File: src/hw/rtl/dnv_pkg.sv
// Shared types and constants for the domain name validator.
package dnv_pkg;

    localparam int unsigned CFG_DATA_W  = 64;
    localparam int unsigned CFG_INDEX_W = 3;
    localparam int unsigned MAP_WORDS   = 4;
    localparam int unsigned TOTAL_W     = 10;
    localparam int unsigned LABEL_W     = 8;
    localparam int unsigned QUEUE_DEPTH = 4;

    localparam logic [CFG_INDEX_W-1:0] REG_MAP0      = 3'd0;
    localparam logic [CFG_INDEX_W-1:0] REG_MAP1      = 3'd1;
    localparam logic [CFG_INDEX_W-1:0] REG_MAP2      = 3'd2;
    localparam logic [CFG_INDEX_W-1:0] REG_MAP3      = 3'd3;
    localparam logic [CFG_INDEX_W-1:0] REG_MAX_TOTAL = 3'd4;
    localparam logic [CFG_INDEX_W-1:0] REG_MAX_LABEL = 3'd5;

    localparam logic [CFG_DATA_W-1:0] MAP0_RESET = 64'd288054454291267584;
    localparam logic [CFG_DATA_W-1:0] MAP1_RESET = 64'd576460743847706622;
    localparam logic [CFG_DATA_W-1:0] MAP2_RESET = 64'd0;
    localparam logic [CFG_DATA_W-1:0] MAP3_RESET = 64'd0;
    localparam logic [TOTAL_W-1:0]    MAX_TOTAL_RESET = 10'd256;
    localparam logic [LABEL_W-1:0]    MAX_LABEL_RESET = 8'd64;

    localparam logic [7:0] CHAR_PERIOD   = 8'h2E;
    localparam logic [7:0] CHAR_HYPHEN   = 8'h2D;
    localparam logic [7:0] CHAR_DIGIT_LO = 8'h30;
    localparam logic [7:0] CHAR_DIGIT_HI = 8'h39;

    typedef struct packed {
        logic in_map;
        logic is_period;
        logic is_minus;
        logic is_digit;
        logic is_last;
    } byte_class_t;

endpackage

File: src/hw/rtl/dnv_front.sv
// Front end: accept bytes, look them up in the acceptance map and classify them.
module dnv_front (
    input  logic                                clk,
    input  logic                                rst_n,
    input  logic                                cfg_we,
    input  logic [dnv_pkg::CFG_INDEX_W-1:0]     cfg_index,
    input  logic [dnv_pkg::CFG_DATA_W-1:0]      cfg_data,
    input  logic                                in_valid,
    output logic                                in_ready,
    input  logic [7:0]                          char_byte,
    input  logic                                is_last,
    output logic                                cls_valid,
    input  logic                                cls_ready,
    output dnv_pkg::byte_class_t                cls_word
);

    logic [dnv_pkg::CFG_DATA_W-1:0] map_reg [dnv_pkg::MAP_WORDS];
    logic                           stage_valid_reg;
    logic                           stage_valid_next;
    dnv_pkg::byte_class_t           stage_word_reg;
    dnv_pkg::byte_class_t           stage_word_next;
    logic                           take;

    assign in_ready  = !stage_valid_reg || cls_ready;
    assign take      = in_valid && in_ready;
    assign cls_valid = stage_valid_reg;
    assign cls_word  = stage_word_reg;

    always_comb
    begin
        stage_word_next.in_map    = map_reg[char_byte[7:6]][char_byte[5:0]];
        stage_word_next.is_period = (char_byte == dnv_pkg::CHAR_PERIOD);
        stage_word_next.is_minus  = (char_byte == dnv_pkg::CHAR_HYPHEN);
        stage_word_next.is_digit  =
            char_byte inside {[dnv_pkg::CHAR_DIGIT_LO:dnv_pkg::CHAR_DIGIT_HI]};
        stage_word_next.is_last   = is_last;
        if (take)
        begin
            stage_valid_next = 1'b1;
        end
        else if (cls_ready)
        begin
            stage_valid_next = 1'b0;
        end
        else
        begin
            stage_valid_next = stage_valid_reg;
        end
    end

    always_ff @(posedge clk or negedge rst_n)
    begin
        if (!rst_n)
        begin
            map_reg[0]      <= dnv_pkg::MAP0_RESET;
            map_reg[1]      <= dnv_pkg::MAP1_RESET;
            map_reg[2]      <= dnv_pkg::MAP2_RESET;
            map_reg[3]      <= dnv_pkg::MAP3_RESET;
            stage_valid_reg <= 1'b0;
        end
        else
        begin
            stage_valid_reg <= stage_valid_next;
            if (cfg_we)
            begin
                case (cfg_index)
                    dnv_pkg::REG_MAP0: map_reg[0] <= cfg_data;
                    dnv_pkg::REG_MAP1: map_reg[1] <= cfg_data;
                    dnv_pkg::REG_MAP2: map_reg[2] <= cfg_data;
                    dnv_pkg::REG_MAP3: map_reg[3] <= cfg_data;
                    default: ;
                endcase
            end
        end
    end

    always_ff @(posedge clk)
    begin
        if (take)
        begin
            stage_word_reg <= stage_word_next;
        end
    end

endmodule

File: src/hw/rtl/dnv_queue.sv
// Short queue of classified bytes between front and back.
module dnv_queue #(
    parameter int unsigned DEPTH = dnv_pkg::QUEUE_DEPTH
) (
    input  logic                 clk,
    input  logic                 rst_n,
    input  logic                 push_valid,
    output logic                 push_ready,
    input  dnv_pkg::byte_class_t push_word,
    output logic                 pop_valid,
    input  logic                 pop_ready,
    output dnv_pkg::byte_class_t pop_word
);

    localparam int unsigned PTR_W = (DEPTH > 1) ? $clog2(DEPTH) : 1;
    localparam int unsigned CNT_W = $clog2(DEPTH + 1);

    dnv_pkg::byte_class_t mem [DEPTH];
    logic [PTR_W-1:0]     wr_ptr_reg;
    logic [PTR_W-1:0]     wr_ptr_next;
    logic [PTR_W-1:0]     rd_ptr_reg;
    logic [PTR_W-1:0]     rd_ptr_next;
    logic [CNT_W-1:0]     count_reg;
    logic [CNT_W-1:0]     count_next;
    logic                 push;
    logic                 pop;

    assign push_ready = (count_reg != CNT_W'(DEPTH));
    assign pop_valid  = (count_reg != '0);
    assign push       = push_valid && push_ready;
    assign pop        = pop_valid && pop_ready;
    assign pop_word   = mem[rd_ptr_reg];

    always_comb
    begin
        wr_ptr_next = wr_ptr_reg;
        rd_ptr_next = rd_ptr_reg;
        count_next  = count_reg;
        if (push)
        begin
            wr_ptr_next = (wr_ptr_reg == PTR_W'(DEPTH - 1)) ? '0 : wr_ptr_reg + 1'b1;
        end
        if (pop)
        begin
            rd_ptr_next = (rd_ptr_reg == PTR_W'(DEPTH - 1)) ? '0 : rd_ptr_reg + 1'b1;
        end
        if (push && !pop)
        begin
            count_next = count_reg + 1'b1;
        end
        else if (pop && !push)
        begin
            count_next = count_reg - 1'b1;
        end
    end

    always_ff @(posedge clk or negedge rst_n)
    begin
        if (!rst_n)
        begin
            wr_ptr_reg <= '0;
            rd_ptr_reg <= '0;
            count_reg  <= '0;
        end
        else
        begin
            wr_ptr_reg <= wr_ptr_next;
            rd_ptr_reg <= rd_ptr_next;
            count_reg  <= count_next;
        end
    end

    always_ff @(posedge clk)
    begin
        if (push)
        begin
            mem[wr_ptr_reg] <= push_word;
        end
    end

endmodule

File: src/hw/rtl/dnv_back.sv
// Back end: track name and label state, apply length and label rules, emit the verdict.
module dnv_back (
    input  logic                            clk,
    input  logic                            rst_n,
    input  logic                            cfg_we,
    input  logic [dnv_pkg::CFG_INDEX_W-1:0] cfg_index,
    input  logic [dnv_pkg::CFG_DATA_W-1:0]  cfg_data,
    input  logic                            cls_valid,
    output logic                            cls_ready,
    input  dnv_pkg::byte_class_t            cls_word,
    output logic                            out_valid,
    input  logic                            out_ready,
    output logic                            accepted
);

    logic [dnv_pkg::TOTAL_W-1:0] max_total_reg;
    logic [dnv_pkg::LABEL_W-1:0] max_label_reg;
    logic [dnv_pkg::TOTAL_W-1:0] total_reg;
    logic [dnv_pkg::TOTAL_W-1:0] total_next;
    logic [dnv_pkg::LABEL_W-1:0] label_reg;
    logic [dnv_pkg::LABEL_W-1:0] label_next;
    logic                        digits_reg;
    logic                        digits_next;
    logic                        hyphen_reg;
    logic                        hyphen_next;
    logic                        failed_reg;
    logic                        failed_next;
    logic                        out_valid_reg;
    logic                        out_valid_next;
    logic                        accepted_reg;
    logic                        accepted_next;
    logic [dnv_pkg::TOTAL_W-1:0] total_inc;
    logic [dnv_pkg::LABEL_W-1:0] label_inc;
    logic                        fail;
    logic                        take;

    // hold only a last byte while the previous verdict waits
    assign cls_ready = !out_valid_reg || out_ready || !cls_word.is_last;
    assign take      = cls_valid && cls_ready;
    assign out_valid = out_valid_reg;
    assign accepted  = accepted_reg;

    always_comb
    begin
        total_inc   = (total_reg == '1) ? total_reg : total_reg + 1'b1;
        label_inc   = (label_reg == '1) ? label_reg : label_reg + 1'b1;
        fail        = (total_inc >= max_total_reg) || !cls_word.in_map;
        total_next  = total_inc;
        label_next  = '0;
        digits_next = 1'b1;
        hyphen_next = 1'b0;
        if (cls_word.is_period)
        begin
            if ((label_reg == '0) || hyphen_reg || cls_word.is_last)
            begin
                fail = 1'b1;
            end
        end
        else
        begin
            label_next  = label_inc;
            digits_next = digits_reg && cls_word.is_digit;
            hyphen_next = cls_word.is_minus;
            if ((label_reg == '0) && cls_word.is_minus)
            begin
                fail = 1'b1;
            end
            if (label_inc >= max_label_reg)
            begin
                fail = 1'b1;
            end
            if (cls_word.is_last && (cls_word.is_minus || digits_next))
            begin
                fail = 1'b1;
            end
        end
        failed_next    = failed_reg || fail;
        accepted_next  = accepted_reg;
        out_valid_next = out_valid_reg && !out_ready;
        if (take && cls_word.is_last)
        begin
            accepted_next  = !failed_next;
            out_valid_next = 1'b1;
            total_next     = '0;
            label_next     = '0;
            digits_next    = 1'b1;
            hyphen_next    = 1'b0;
            failed_next    = 1'b0;
        end
    end

    always_ff @(posedge clk or negedge rst_n)
    begin
        if (!rst_n)
        begin
            max_total_reg <= dnv_pkg::MAX_TOTAL_RESET;
            max_label_reg <= dnv_pkg::MAX_LABEL_RESET;
            total_reg     <= '0;
            label_reg     <= '0;
            digits_reg    <= 1'b1;
            hyphen_reg    <= 1'b0;
            failed_reg    <= 1'b0;
            out_valid_reg <= 1'b0;
            accepted_reg  <= 1'b0;
        end
        else
        begin
            out_valid_reg <= out_valid_next;
            accepted_reg  <= accepted_next;
            if (take)
            begin
                total_reg  <= total_next;
                label_reg  <= label_next;
                digits_reg <= digits_next;
                hyphen_reg <= hyphen_next;
                failed_reg <= failed_next;
            end
            if (cfg_we)
            begin
                case (cfg_index)
                    dnv_pkg::REG_MAX_TOTAL: max_total_reg <= cfg_data[dnv_pkg::TOTAL_W-1:0];
                    dnv_pkg::REG_MAX_LABEL: max_label_reg <= cfg_data[dnv_pkg::LABEL_W-1:0];
                    default: ;
                endcase
            end
        end
    end

endmodule

File: src/hw/rtl/domain_name_validator.sv
// Top level of the domain name validator: front end, queue and back end.
// Takes one byte of a domain name per word, with is_last on the final byte, and
// returns one accepted word per name. The front end checks each byte against the
// 256-bit acceptance map and registers its class, the byte passes a short
// queue, and the back end updates the length counters and label rules, so bytes
// are taken one per clock while in_ready is high. The verdict register is loaded
// once the last byte has passed the classify register and the queue.
// A verdict still waiting on out_ready holds back only the next last byte; other
// bytes keep flowing, and the queue and classify register absorb up to QUEUE_DEPTH
// plus one bytes before in_ready drops. Configuration writes land at the next clock
// edge and must be made while no name is in flight.
module domain_name_validator #(
    parameter int unsigned QUEUE_DEPTH = dnv_pkg::QUEUE_DEPTH
) (
    input  logic                            clk,
    input  logic                            rst_n,
    input  logic                            cfg_we,
    input  logic [dnv_pkg::CFG_INDEX_W-1:0] cfg_index,
    input  logic [dnv_pkg::CFG_DATA_W-1:0]  cfg_data,
    input  logic                            in_valid,
    output logic                            in_ready,
    input  logic [7:0]                      char_byte,
    input  logic                            is_last,
    output logic                            out_valid,
    input  logic                            out_ready,
    output logic                            accepted
);

    logic                 front_valid;
    logic                 front_ready;
    dnv_pkg::byte_class_t front_word;
    logic                 back_valid;
    logic                 back_ready;
    dnv_pkg::byte_class_t back_word;

    dnv_front u_front (
        .clk       (clk),
        .rst_n     (rst_n),
        .cfg_we    (cfg_we),
        .cfg_index (cfg_index),
        .cfg_data  (cfg_data),
        .in_valid  (in_valid),
        .in_ready  (in_ready),
        .char_byte (char_byte),
        .is_last   (is_last),
        .cls_valid (front_valid),
        .cls_ready (front_ready),
        .cls_word  (front_word)
    );

    dnv_queue #(
        .DEPTH (QUEUE_DEPTH)
    ) u_queue (
        .clk        (clk),
        .rst_n      (rst_n),
        .push_valid (front_valid),
        .push_ready (front_ready),
        .push_word  (front_word),
        .pop_valid  (back_valid),
        .pop_ready  (back_ready),
        .pop_word   (back_word)
    );

    dnv_back u_back (
        .clk       (clk),
        .rst_n     (rst_n),
        .cfg_we    (cfg_we),
        .cfg_index (cfg_index),
        .cfg_data  (cfg_data),
        .cls_valid (back_valid),
        .cls_ready (back_ready),
        .cls_word  (back_word),
        .out_valid (out_valid),
        .out_ready (out_ready),
        .accepted  (accepted)
    );

endmodule
File: config.mk
export PLATFORM = sky130hd
export DESIGN_NAME = domain_name_validator
export DESIGN_NICKNAME = d
export VERILOG_FILES = /design/src/hw/rtl/dnv_pkg.sv /design/src/hw/rtl/dnv_front.sv /design/src/hw/rtl/dnv_queue.sv /design/src/hw/rtl/dnv_back.sv /design/src/hw/rtl/domain_name_validator.sv
export SDC_FILE = /design/constraint.sdc
export NUM_CORES = 1
export LEC_CHECK = 0
export ABC_AREA = 0
export BUFFER_PORTS_ARGS = -buffer_cell sky130_fd_sc_hd__buf_2
export CORE_ASPECT_RATIO = 0.5
export CORE_UTILIZATION = 37
export CTS_CLUSTER_SIZE = 40
export DETAILED_ROUTE_END_ITERATION = 10
export HOLD_SLACK_MARGIN = 0.1
export PLACE_DENSITY = 0.52
export SETUP_SLACK_MARGIN = 0.05
export SLEW_MARGIN = 25
export SYNTH_ARGS = -nofsm -noshare
export SYNTH_HDL_FRONTEND = slang
export SYNTH_SLANG_ARGS = --single-unit
File: constraint.sdc
create_clock -name clk -period 4.3 [get_ports clk]
set_input_delay 0.215 -clock clk [delete_from_list [all_inputs] [get_ports clk]]
set_output_delay 0.215 -clock clk [all_outputs]
set_load 0.02 [all_outputs]
* Yosys cells after proc, flatten, opt, wreduce, memory -nomap -nowiden *
Memories as Yosys holds them, arrays and structs flattened.
Cells that the tools add are included.

storage, ports and cells
  flip-flop bits (word level) = 310
  bits in writable memories = 20
  input bits = 81
  output and inout port bits = 3
  logic and storage cells = 115
  memories = 1

memory list
  memory       depth  bits a word  read ports  clocked after Yosys merged registers in  write ports  line             text
  u_queue.mem  4      5            1           0                                        1            dnv_queue.sv:18  dnv_pkg::byte_class_t mem [DEPTH];

operators by class
  add/subtract/negate cells = 6
  $lt $le $gt $ge = 6
  eq/ne operators = 12
  multiplexer cells = 29
  bitwise logic cells = 1
  reduce and logical (&&, ||, !) cells = 38

operators with widths
  kind                                                                                  number
  64-bit binary-select mux with 2-bit select                                            1
  64-bit two-way mux                                                                    2
  8-bit two-way mux                                                                     3
  10-bit two-way mux                                                                    2
  8-bit by 6-bit equality test with 1-bit output (second input constant)                2
  1-bit two-way mux                                                                     16
  2-bit AND reduction                                                                   6
  1-bit logical AND                                                                     11
  10-bit by 1-bit adder with 10-bit output (second input constant)                      1
  10-bit equality test (second input constant)                                          1
  10-bit greater-or-equal comparator                                                    1
  8-bit by 1-bit adder with 8-bit output (second input constant)                        1
  8-bit equality test (second input constant)                                           1
  8-bit by 6-bit greater-or-equal comparator with 1-bit output (second input constant)  1
  8-bit greater-or-equal comparator                                                     1
  8-bit by 6-bit <= comparator with 1-bit output (second input constant)                1
  1-bit logical NOT                                                                     8
  8-bit logical NOT                                                                     1
  1-bit logical OR                                                                      8
  6-bit by 7-bit less-than comparator with 1-bit output (second input constant)         1
  1-bit binary-select mux with 6-bit select                                             1
  3-bit by 2-bit equality test with 1-bit output (second input constant)                2
  3-bit equality test (second input constant)                                           2
  3-bit two-way mux                                                                     2
  other kinds (12)                                                                      16

* Longest topological paths before layout *
  word-level depth = 10
  mapped depth = 14
  mapped depth without buffers = 14

* Hierarchy *
Synthesis repeated with hierarchy kept, for this count alone.

unflattened totals
  cells, all modules = 1,109
  area total of the unflattened synthesis = 15,811.4 µm²

by module, submodules not included
  module     times used  cells an instance  area each (µm²)
  dnv_front  1           773                12,087.8
  dnv_back   1           273                2,556.2
  dnv_queue  1           63                 1,167.4

* Worst setup path after synthesis *
Ideal clock, no wire load.

  kind = register to register
  start = register u_back.total_reg[0] (netlist name)
  end = register u_back.failed_reg
  setup time = 0.120 ns
  arrival time = 2.755 ns
  required time = 4.180 ns
  path slack = 1.425 ns
  stages on the path, launching flop included = 14
  path buffers = 0
  clock period less this slack = 2.875 ns
  cell sequence = dfrtp_1 -> ha_1 -> nand3_1 -> or2_2 -> nor2_1 -> nor3_1 -> xor2_1 -> ha_1 -> and3_1 -> a2111oi_0 -> nand4_1 -> a21oi_1 -> o221ai_1 -> o211a_1

on the way
  cells in the longest elaborated chain, start to end = 10
  elaborated cells on any way between the ends = 12

ends and longest elaborated chain
  what                                                                              line             text
  from (decl)                                                                       dnv_back.sv:18   logic [dnv_pkg::TOTAL_W-1:0] total_reg;
  from (signal assigned)                                                            dnv_back.sv:112  total_reg <= total_next;
  10-bit by 1-bit adder with 10-bit output or 10-bit equality test (tied branches)  dnv_back.sv:45   total_inc = (total_reg == '1) ? total_reg : total_reg + 1'b1;
  10-bit two-way mux *                                                              dnv_back.sv:45
  10-bit greater-or-equal comparator *                                              dnv_back.sv:47   fail = (total_inc >= max_total_reg) || !cls_word.in_map;
  1-bit logical OR *                                                                dnv_back.sv:47
  1-bit two-way mux                                                                 dnv_back.sv:64   if ((label_reg == '0) && cls_word.is_minus)
  1-bit two-way mux                                                                 dnv_back.sv:68   if (label_inc >= max_label_reg)
  1-bit two-way mux                                                                 dnv_back.sv:72   if (cls_word.is_last && (cls_word.is_minus || digits_next))
  1-bit two-way mux *                                                               dnv_back.sv:52   if (cls_word.is_period)
  1-bit logical OR *                                                                dnv_back.sv:77   failed_next = failed_reg || fail;
  1-bit two-way mux *                                                               dnv_back.sv:80   if (take && cls_word.is_last)
  to (signal assigned)                                                              dnv_back.sv:116  failed_reg <= failed_next;
  to (decl)                                                                         dnv_back.sv:26   logic failed_reg;

Mark *: on every way between the ends. The rest lies on a longest branch, timed or not.
A chain may end at the register's enable or synchronous reset.

* Final worst setup path *
Ends and elaborated chain as after synthesis.

==> impl_metrics.tcl <==
set metrics [dict create \
    slew_headroom 0.4182 \
    numPortBuffers 83 \
    path_class "flop to flop" \
    synth_top_area_share 0.3852 \
    drc_errors 0 \
    dr.pass1.iters 4 \
    total_leakage_power_nw 7.577 \
    syn_nets 1163 \
    initial_core_util 0.3790 \
    cap_violations 0 \
    worstPathRequired_ns 4.70 \
    die_w_um 291.1 \
    grt_max_degree 109 \
    irDropWorstVdd_mv 0.2096 \
    synthCells 1054 \
    dr_total_vias 9269 \
    cts_setup_buffers 0 \
    fin_skew_ns 0.007963 \
    fillers 3620 \
    fp-row-count 52 \
    critPathMaxStageDelay_ns 0.44 \
    crit_chain "ha_1 -> nand3_1 -> or2_2 -> nor2_1 -> nor3_1 -> xor2_1 -> ha_1 -> and3_1 -> a2111oi_0 -> nand4_1 -> a21oi_1 -> o221ai_1 -> o211a_1" \
    rsz0062_at_grt "false" \
    crit_slowest_cell "dfrtp_1" \
    dpl.cell_count 1637 \
    hp-class "input port to flop" \
    antenna_found_initial 1 \
    finish.instance_area_mm2 0.01827 \
    finalHoldViolations 0 \
    setup_tns_ns 0 \
    die_area_mm2 0.04266 \
    wl_um 35700 \
    synth_seq_area_share 0.5476 \
    yosysWarnings 0 \
    area.growth.synth_to_final_pct 18.17 \
    place_area_mm2 0.01645 \
    core_area_mm2 0.04079 \
    cp-end-kind "flop" \
    p_total_mw 9.232 \
    slew_violations 0 \
    cts_hold_buf 69 \
    clkTransAtPathRegs_ns 0.06 \
    crit_top_cell "ha_1" \
    status "completed" \
    start_kind "flop" \
    htreeDepth 2 \
    critical-path-top-delay-family "simple AND/OR/NAND/NOR gates" \
    wl_per_cell_um 20.20 \
    clk_latency_ns 0.51 \
    cts_buffers 34 \
    die_height_um 146.5 \
    finalCritPeriodShare 0.7750 \
    async_reset_ff_frac 0.9242 \
    layout.nets 1311 \
    place_congestion 0.7821 \
    powerDensity_mw_per_mm2 505.3 \
    clockBufferDepth 3 \
    cts_tree "yes" \
    cp.arrival_ns 3.73 \
    grt_pass1_vias 10110 \
    place_hpwl_um 22190 \
    yosysMostFrequentCell "mux2_2" \
    drive_gt1_frac 0.4494 \
    syn_area_per_cell_um2 14.67 \
    clock-root-buffer "clkbuf_16" \
    critPathMaxFanout 6 \
    drt_iter0_drc 477 \
    synth_area_mm2 0.01546 \
    ant_nets 0 \
    synth_common_cells "mux2_2 (271), dfrtp_1 (238), dfstp_2 (67)" \
    max_freq_ghz 0.3001 \
    setup_viol 0 \
    crit_buf_inv 0 \
    grt_pass1_wl_um 57840 \
    ys_ff_latch 330 \
    grt-ovfl-total 0 \
    grt_use_total 0.1730 \
    largest_register_ffs 256 \
    clock-sinks 330 \
    final_cells 1767 \
    synthTopCellsByArea "dfrtp_1 (39%), mux2_2 (20%), dfstp_2 (11%), mux4_2 (7.9%), edfxtp_1 (4.9%)" \
    tightest_slew_ns 0.8726 \
    synth_edf_count 25 \
    synth.largest_area_cell "dfrtp_1" \
    synth-main-ff-cell "dfrtp_1" \
    viasPerCell 5.246 \
    period_minus_slack_ns 3.332 \
    ios 84 \
    ys_types 63 \
    postCtsResizedCells 0 \
]
[where the power goes]
group          switching, mW  total (mW)  internal [mW]
logic                  0.886        1.96           1.08
registers              0.368        4.31           3.94
clock network           1.20        2.96           1.75
total                   2.46        9.23           6.78
[cells by family after synthesis]
kind of cell    count (synthesis)  share of synthesized area
xor+xnor                       10                   0.005665
buf+inv                        83                    0.02646
compound gates                114                    0.05050
flops                         330                     0.5476
fa+ha+maj                      28                    0.02314
simple gates                  138                    0.04427
mux                           351                     0.3023
[final cells by class]
class	count	area, um2	share of cell area
sequential	330	8467	0.4634
multi-input combinational	641	6623	0.3625
timing repair buffer	168	1286	0.07040
clock buffer	56	1067	0.05842
inverter	27	101.3	0.005547
tap	540	675.6	0.03698
antenna	1	2.502	0.0001370
clock inverter	4	47.55	0.002602
[worst paths after layout]
check	slack (ns)	end	cells past startpoint	start
worst max register to register	0.97	u_back.failed_reg	13	u_back.total_reg[0]
worst max-delay path	0.97	u_back.failed_reg	13	u_back.total_reg[0]
worst min-delay path	0.14	u_front.cls_word[1]	3	char_byte[4]
worst min register to register	0.48	u_back.accepted	2	u_back.accepted
max in group asynchronous	2.78	u_front.cls_valid	3	rst_n
min in group asynchronous	0.29	u_front.map_reg[44]	2	rst_n
[stage by stage]
| step | hold slack (ns) | setup slack (ns) | utilization |
|---|---|---|---|
| final | 0.1377 | 0.9676 | 0.4479 |
| after global placement | 0.3041 | 1.135 | 0.4032 |
| after floorplan | -0.08059 | 1.425 | - |
| after global routing | 0.1329 | 0.6680 | 0.4479 |
| after detailed placement | 0.3137 | 1.075 | 0.4032 |
| after CTS | 0.1046 | 1.026 | 0.4475 |
[metal layers]
metal | wire (um) | GRT usage
met5 | 0 | 0
met4 | 537 | 0.03651
met3 | 874 | 0.02557
met2 | 17350 | 0.2894
met1 | 16940 | 0.2392
[cell usage in the layout (no fill, tap or decap), types with 3 or more instances in the layout]
master,Yosys,layout
o21ai_0,29,29
clkbuf_16,0,37
nor3_1,8,7
nor2b_1,7,7
nand2_1,40,40
mux2i_1,17,17
ha_1,27,27
and2_1,7,7
and3_1,4,4
xnor2_1,7,7
mux2_2,271,271
inv_1,26,26
dfrtp_1,238,238
clkbuf_1,18,12
edfxtp_1,25,25
dlygate4sd3_1,0,69
clkbuf_8,0,7
buf_2,27,80
a22oi_1,5,5
nand4_1,8,8
a21oi_1,15,15
a21o_1,7,7
nand3_1,20,19
nor2_1,23,22
o21a_1,5,5
a311oi_1,3,3
o221ai_1,5,5
or2_2,4,4
mux4_1,9,9
a31oi_1,9,9
nand2b_1,8,8
xor2_1,3,3
buf_4,4,13
dfstp_2,67,67
a22o_1,17,17
buf_12,0,3
mux4_2,54,54
[worst register-to-register path, stage by stage (launching register included)]
cell       delay [ns]
dfrtp_1          0.44
ha_1             0.20
nand3_1          0.16
or2_2            0.35
nor2_1           0.26
nor3_1           0.10
xor2_1           0.25
ha_1             0.28
and3_1           0.20
a2111oi_0        0.39
nand4_1          0.13
a21oi_1          0.16
o221ai_1         0.16
o211a_1          0.15
No activity file was read; power rests on OpenSTA's default activity.
